## src/sv/mttn_pkg.sv

```systemverilog
package mttn_pkg;

  localparam int TICK_W = 64;
  localparam int HZ_W   = 40;
  localparam int NS_W   = 64;
  localparam int PROD_W = 62;
  // ticks * 1e9 fits in 94 bits
  localparam int NUM_W  = 94;
  localparam int CNT_W  = 7;

  localparam logic [29:0]      NS_PER_SEC = 30'd1000000000;
  localparam logic [CNT_W-1:0] DIV_LAST   = 7'(NUM_W - 1);

  localparam logic [1:0] CFG_ENABLE  = 2'd0;
  localparam logic [1:0] CFG_IS_64   = 2'd1;
  localparam logic [1:0] CFG_TICK_HZ = 2'd2;

  localparam logic [2:0] ST_IDLE = 3'd0;
  localparam logic [2:0] ST_MUL0 = 3'd1;
  localparam logic [2:0] ST_MUL1 = 3'd2;
  localparam logic [2:0] ST_DIV  = 3'd3;
  localparam logic [2:0] ST_FIN  = 3'd4;

endpackage

```

## src/sv/monotonic_tick_to_ns_clock.sv

```systemverilog
// An accepted request runs 2 multiply steps, 94 restoring-division steps
// through one 41-bit subtractor and 1 finish step (only the finish step
// when disabled or at zero rate). in_stall is high while the sequencer is
// not idle, also while a finished result waits behind a stalled output.
// Reset (rst_n low, synchronous): configuration registers read zero, wrap
// and last-time state cleared, no result pending.
module monotonic_tick_to_ns_clock
  import mttn_pkg::*;
(
  input  logic              clk,
  input  logic              rst_n,
  input  logic              cfg_wr_en,
  input  logic [1:0]        cfg_index,
  input  logic [HZ_W-1:0]   cfg_wdata,
  input  logic              in_valid,
  output logic              in_stall,
  input  logic [TICK_W-1:0] in_counter_value,
  output logic              out_valid,
  input  logic              out_stall,
  output logic [NS_W-1:0]   out_time_ns,
  output logic [TICK_W-1:0] out_extended_ticks,
  output logic              out_saturated
);

  logic            enable_r;
  logic            is_64_r;
  logic [HZ_W-1:0] tick_hz_r;

  logic [2:0]        state_r, state_nxt;
  logic [CNT_W-1:0]  cnt_r, cnt_nxt;
  logic [31:0]       last_low_r, last_low_nxt;
  logic [31:0]       wrap_r, wrap_nxt;
  logic [NS_W-1:0]   last_time_r, last_time_nxt;
  logic [TICK_W-1:0] ticks_r, ticks_nxt;
  logic [NUM_W-1:0]  num_r, num_nxt;
  logic [HZ_W-1:0]   rem_r, rem_nxt;
  logic [NS_W-1:0]   quo_r, quo_nxt;
  logic              ovf_r, ovf_nxt;

  logic              out_valid_r, out_valid_nxt;
  logic [NS_W-1:0]   out_time_r, out_time_nxt;
  logic [TICK_W-1:0] out_ticks_r, out_ticks_nxt;
  logic              out_sat_r, out_sat_nxt;

  logic              in_acc;
  logic              out_free;
  logic [31:0]       low_word;
  logic              wrap_inc;
  logic [31:0]       wrap_ext;
  logic [31:0]       mul_a;
  logic [PROD_W-1:0] prod;
  logic [HZ_W:0]     trial;
  logic              ge;
  logic [HZ_W:0]     diff;
  logic [NS_W-1:0]   conv_ns;
  logic [NS_W-1:0]   clamp_ns;

  assign in_stall = (state_r != ST_IDLE);
  assign in_acc   = in_valid && !in_stall;
  assign out_free = !out_valid_r || !out_stall;

  // Wrap extension of the 32-bit counter
  assign low_word = in_counter_value[31:0];
  assign wrap_inc = (low_word < last_low_r);
  assign wrap_ext = wrap_r + {31'b0, wrap_inc};

  // Shared multiplier: one 32-bit half of the ticks per step
  assign mul_a = (state_r == ST_MUL0) ? ticks_r[31:0] : ticks_r[63:32];
  assign prod  = {30'b0, mul_a} * {32'b0, NS_PER_SEC};

  // Shared subtractor for the restoring division
  assign trial = {rem_r, num_r[NUM_W-1]};
  assign ge    = (trial >= {1'b0, tick_hz_r});
  assign diff  = trial - {1'b0, tick_hz_r};

  assign conv_ns  = ovf_r ? {NS_W{1'b1}} : quo_r;
  assign clamp_ns = (conv_ns < last_time_r) ? last_time_r : conv_ns;

  always_comb begin
    state_nxt     = state_r;
    cnt_nxt       = cnt_r;
    last_low_nxt  = last_low_r;
    wrap_nxt      = wrap_r;
    last_time_nxt = last_time_r;
    ticks_nxt     = ticks_r;
    num_nxt       = num_r;
    rem_nxt       = rem_r;
    quo_nxt       = quo_r;
    ovf_nxt       = ovf_r;
    out_valid_nxt = out_valid_r && out_stall;
    out_time_nxt  = out_time_r;
    out_ticks_nxt = out_ticks_r;
    out_sat_nxt   = out_sat_r;

    unique case (state_r)
      ST_IDLE: begin
        if (in_acc) begin
          quo_nxt = '0;
          ovf_nxt = 1'b0;
          rem_nxt = '0;
          cnt_nxt = '0;
          if (!enable_r) begin
            ticks_nxt = '0;
            state_nxt = ST_FIN;
          end else begin
            if (is_64_r) begin
              ticks_nxt = in_counter_value;
            end else begin
              ticks_nxt    = {wrap_ext, low_word};
              wrap_nxt     = wrap_ext;
              last_low_nxt = low_word;
            end
            // zero rate converts to zero
            state_nxt = (tick_hz_r == '0) ? ST_FIN : ST_MUL0;
          end
        end
      end
      ST_MUL0: begin
        num_nxt   = {32'b0, prod};
        state_nxt = ST_MUL1;
      end
      ST_MUL1: begin
        num_nxt   = num_r + {prod, 32'b0};
        state_nxt = ST_DIV;
      end
      ST_DIV: begin
        rem_nxt = ge ? diff[HZ_W-1:0] : trial[HZ_W-1:0];
        // quotient bits above 63 mean the result does not fit
        ovf_nxt = ovf_r | quo_r[NS_W-1];
        quo_nxt = {quo_r[NS_W-2:0], ge};
        num_nxt = {num_r[NUM_W-2:0], 1'b0};
        cnt_nxt = cnt_r + 7'd1;
        if (cnt_r == DIV_LAST) begin
          state_nxt = ST_FIN;
        end
      end
      ST_FIN: begin
        // hold until the output register is free
        if (out_free) begin
          out_valid_nxt = 1'b1;
          out_time_nxt  = clamp_ns;
          out_ticks_nxt = ticks_r;
          out_sat_nxt   = ovf_r;
          last_time_nxt = clamp_ns;
          state_nxt     = ST_IDLE;
        end
      end
      default: begin
        state_nxt = ST_IDLE;
      end
    endcase
  end

  always_ff @(posedge clk) begin
    if (!rst_n) begin
      enable_r    <= 1'b0;
      is_64_r     <= 1'b0;
      tick_hz_r   <= '0;
      state_r     <= ST_IDLE;
      cnt_r       <= '0;
      last_low_r  <= '0;
      wrap_r      <= '0;
      last_time_r <= '0;
      out_valid_r <= 1'b0;
    end else begin
      if (cfg_wr_en) begin
        unique case (cfg_index)
          CFG_ENABLE:  enable_r  <= cfg_wdata[0];
          CFG_IS_64:   is_64_r   <= cfg_wdata[0];
          CFG_TICK_HZ: tick_hz_r <= cfg_wdata;
          default: ;
        endcase
      end
      state_r     <= state_nxt;
      cnt_r       <= cnt_nxt;
      last_low_r  <= last_low_nxt;
      wrap_r      <= wrap_nxt;
      last_time_r <= last_time_nxt;
      out_valid_r <= out_valid_nxt;
    end
  end

  always_ff @(posedge clk) begin
    ticks_r     <= ticks_nxt;
    num_r       <= num_nxt;
    rem_r       <= rem_nxt;
    quo_r       <= quo_nxt;
    ovf_r       <= ovf_nxt;
    out_time_r  <= out_time_nxt;
    out_ticks_r <= out_ticks_nxt;
    out_sat_r   <= out_sat_nxt;
  end

  assign out_valid          = out_valid_r;
  assign out_time_ns        = out_time_r;
  assign out_extended_ticks = out_ticks_r;
  assign out_saturated      = out_sat_r;

  a_acc_busy: assert property (@(posedge clk) disable iff (!rst_n)
    in_acc |=> state_r != ST_IDLE)
    else $error("accepted request did not start the sequencer");

  a_sat_max: assert property (@(posedge clk) disable iff (!rst_n)
    out_valid_r && out_sat_r |-> out_time_r == {NS_W{1'b1}})
    else $error("saturated result is not the maximum time");

  a_last_time: assert property (@(posedge clk) disable iff (!rst_n)
    out_valid_r |-> out_time_r == last_time_r)
    else $error("pending result differs from last given time");

  a_div_count: assert property (@(posedge clk) disable iff (!rst_n)
    state_r == ST_DIV |-> cnt_r <= DIV_LAST)
    else $error("division step count out of range");

endmodule

```

## config.mk

```make
export PLATFORM = sky130hd
export DESIGN_NAME = monotonic_tick_to_ns_clock
export DESIGN_NICKNAME = d
export VERILOG_FILES = /design/src/sv/mttn_pkg.sv /design/src/sv/monotonic_tick_to_ns_clock.sv
export SDC_FILE = /design/constraint.sdc
export NUM_CORES = 2
export LEC_CHECK = 0
export ABC_CLOCK_PERIOD_IN_PS = 14400
export BUFFER_PORTS_ARGS = -buffer_cell sky130_fd_sc_hd__buf_2
export CAP_MARGIN = 10
export CORE_MARGIN = 2
export CORE_UTILIZATION = 25
export CTS_CLUSTER_DIAMETER = 200
export DETAILED_ROUTE_END_ITERATION = 8
export GPL_ROUTABILITY_DRIVEN = 0
export PLACE_DENSITY = 0.35
export RECOVER_POWER = 25
export SETUP_SLACK_MARGIN = 0.5
export SLEW_MARGIN = 20
export SYNTH_ARGS = -nofsm -noshare
export SYNTH_HDL_FRONTEND = slang
export SYNTH_SLANG_ARGS = --single-unit
```

## constraint.sdc

```tcl
create_clock -name clk -period 14.4 [get_ports clk]
set_clock_uncertainty 0.2 [all_clocks]
set_input_delay 0 -clock clk [delete_from_list [all_inputs] [get_ports clk]]
set_output_delay 0 -clock clk [all_outputs]
set_load 0.005 [all_outputs]
```

==> summary.md <==
| Metric | Value |
|---|---|
| Status | finished, violations left |
| Failing checks | capacitance limit, slew limit |
| Flop2flop setup slack | approximately 2.4 ns |
| Core Box Area | between 150000 and 200000 um2 |
| Post-CTS Hold Fix Bufs | 223 |
| Gr ovfl total | 0 |
| Drc violations | 0 |
| Vias in the first global route | 34400 |
| Busiest grt layer | met2 |
| Area Overhead vs Synth | 19.0% |
| Hold Crit Endpoint | ticks_r[33] |
| Total GRT Usage | between 10% and 20% |
| Slowest stage cell, crit path | nor2b_4 |
| Post-synth EDFFs | 383 |
| Cell area after synthesis | 44600 um2 |
| Initial Util | ~25% |
| Critical path's most frequent cell | fa_1 |
| DRT Wirelength | 144000 um |
| Io pins | approximately 240 |
| Die area | 182000 um2 |
| Reg clk slew, reported paths | 0.06 ns |
| Routed vias | 33000 |
| Antenna-violating nets left | 0 |
| Count leader, synth | inv_1 |
| GRT met2 Usage | 26.5% |
| Synth unique cells | 81 |
| Crit. End Element | flop |
| Fillers | approximately 19000 |
| Seq/Total Area, Yosys | 33.9% |
| TritonCTS Buffers | 75 |
| Setup violators final | 0 |
| Setup Fix Bufs, Post-CTS | 0 |
| Synth cell count leaders | 651 x inv_1, 481 x nand2_1, 450 x ha_1 |
| M1 GR Usage | between 20% and 30% |
| Synth top area cells | edfxtp_1 26%, fa_1 14%, ha_1 13%, dfxtp_1 8.1%, inv_1 5.5% |
| Hold Path Stages | 4 |
| Post-detail-place hpwl | ~110000 um |
| H-tree Lvls | 3 |
| Mapped Nets | 5433 |
| Chip height | ~430 um |
| Syn. warnings | 0 |
| Max_slew headroom | -128% |
| Number of iterations in the first detailed-routing pass | 5 |
| Fin crit share | 83.6% |
| Startpoint Class | flop |
| Starting DRC count in detailed routing | 1560 |
| Final setup margin | 2.36 ns |
| Initial antenna violation count | 7 |
| Reg-to-Reg Start | state_r[2] |
| # rows | ~160 |
| First-pass GRT wire length | 218000 um |
| Asr flop ratio synth | 0% |
| RSZ-0062 raised after global routing | false |
| Cells after synthesis | 4563 |
| Reg2reg path depth | 35 |
| Drt via density | 4.48 |
| Layout cell share with drive strength beyond 1 | 8.27% |
| Clock sinks | 564 |
| Port Buf Inserts | 241 |
| Core Util, Final | around 30% |
| Top cell type by total area after synthesis | edfxtp_1 |
| Least-Margin Pin Slew | 3.42 ns |
| Fmax | 83.1 MHz |
| Syn avg cell area | approximately 9.8 um2 |
| Top FF cell, synth | edfxtp_1 |
| Clk root buf | clkbuf_16 |
| GR Util met3 | 2.13% |
| Maxcap violations | 2 |
| Skew-Pair Late Insertion Delay | 0.70 ns |
| Top-area cell type share of the netlist area | 25.8% |
| CTS tree | yes |
| CP peak stage delay | 0.68 ns |
| CTS resizes | 0 |
| Chip Width | about 430 um |
| Critical Path RT | 14.64 ns |
| CTS max path bufs | 3 |
| Reg2reg end | num_r[93] |
| Flops & latches, synth | 564 |
| Kind of critical path | reg -> reg |
| Post-place setup slack | 2.33 ns |
| Slew Limit Fails | approximately 110 |
| Hold Path Origin | in_counter_value[33] |
| Hold Fails Final Rpt | 0 |
| Worst min-delay path class | in -> reg |
| Min cycle time layout | 12.04 ns |
| Crit-path max FO | 36 |
| Drt wl/cell | about 19 um |
| Fin nets | 5815 |
| Setup_tns | 0 ns |
| Maximum number of pins on one net before global-route repair | around 120 |
| Critical Path AT | 12.27 ns |
final cells by class:
class,count,area [um2],area share (%)
Multi-Input combinational cell,3155,26400,49.6
Timing Repair Buffer,498,3580,6.74
Antenna cell,6,15.0,0.0283
Clock buffer,105,2190,4.13
Clock inverter,35,465,0.876
Sequential cell,564,15100,28.5
Inverter,651,2440,4.60
Tap cell,2355,2950,5.55
through the flow:
stage	hold slack, ns	area [um2]	cells
finish	0.0610	53100	7369
global route	0.0399	53100	7364
CTS	0.00211	53200	7362
detailed placement	0.0624	48300	6999
global placement	0.0544	48300	6999
floorplan	-0.0551	44600	4563
sequential cells by signal (all words and copies together), names as in the netlist, 32 cells and up:
signal	flops
out_time_ns	64
rem_r	40
last_time_r	64
ticks_r	64
tick_hz_r	40
out_extended_ticks	64
num_r	85
wrap_r	32
last_low_r	32
quo_r	64
cell usage in the layout (no fill, tap or decap), drive strengths merged, types with 129 or more instances in the layout:
cell type / n
inv: 656
nand2: 481
ha: 450
edfxtp: 383
fa: 309
a21oi: 262
dlygate4sd3: 223
nor2: 220
clkbuf: 216
dfxtp: 181
o21ai: 166
buf: 164
xnor2: 129
kinds of logic after synthesis:
kind of cell / synth area share [%]
flops: 33.9
buf+inv: 7.24
simple gates: 13.0
mux: 3.19
xor+xnor: 3.82
fa+ha+maj: 26.5
compound gates: 12.4
worst max path at each step:
stage          startpoint        end  cells after the start
2_1_floorplan  state_r[2]  num_r[93]                     40
3_3_place_gp   state_r[2]  num_r[86]                     35
3_5_place_dp   state_r[2]  num_r[93]                     36
4_1_cts        state_r[2]  num_r[93]                     36
5_1_grt        state_r[2]  num_r[93]                     37
6_report       state_r[2]  num_r[93]                     35
per-layer routing:
layer	up-vias	share of wire, %
li1	16200	-
met1	16200	46
met2	461	48
met3	151	3.2
met4	0	2.3
met5	-	0
critical path, delay by kind of cell (launching register included):
family / cells / cell delay (ns)
buf+inv: 5 / 0.93
mux: 1 / 0.56
simple gates: 8 / 2.05
fa+ha+maj: 9 / 4.17
flops: 1 / 0.44
compound gates: 8 / 1.94
xor+xnor: 4 / 1.41
Power is not shown: default switching activity piles up to over one toggle a cycle in this logic, so the estimate is an artifact.
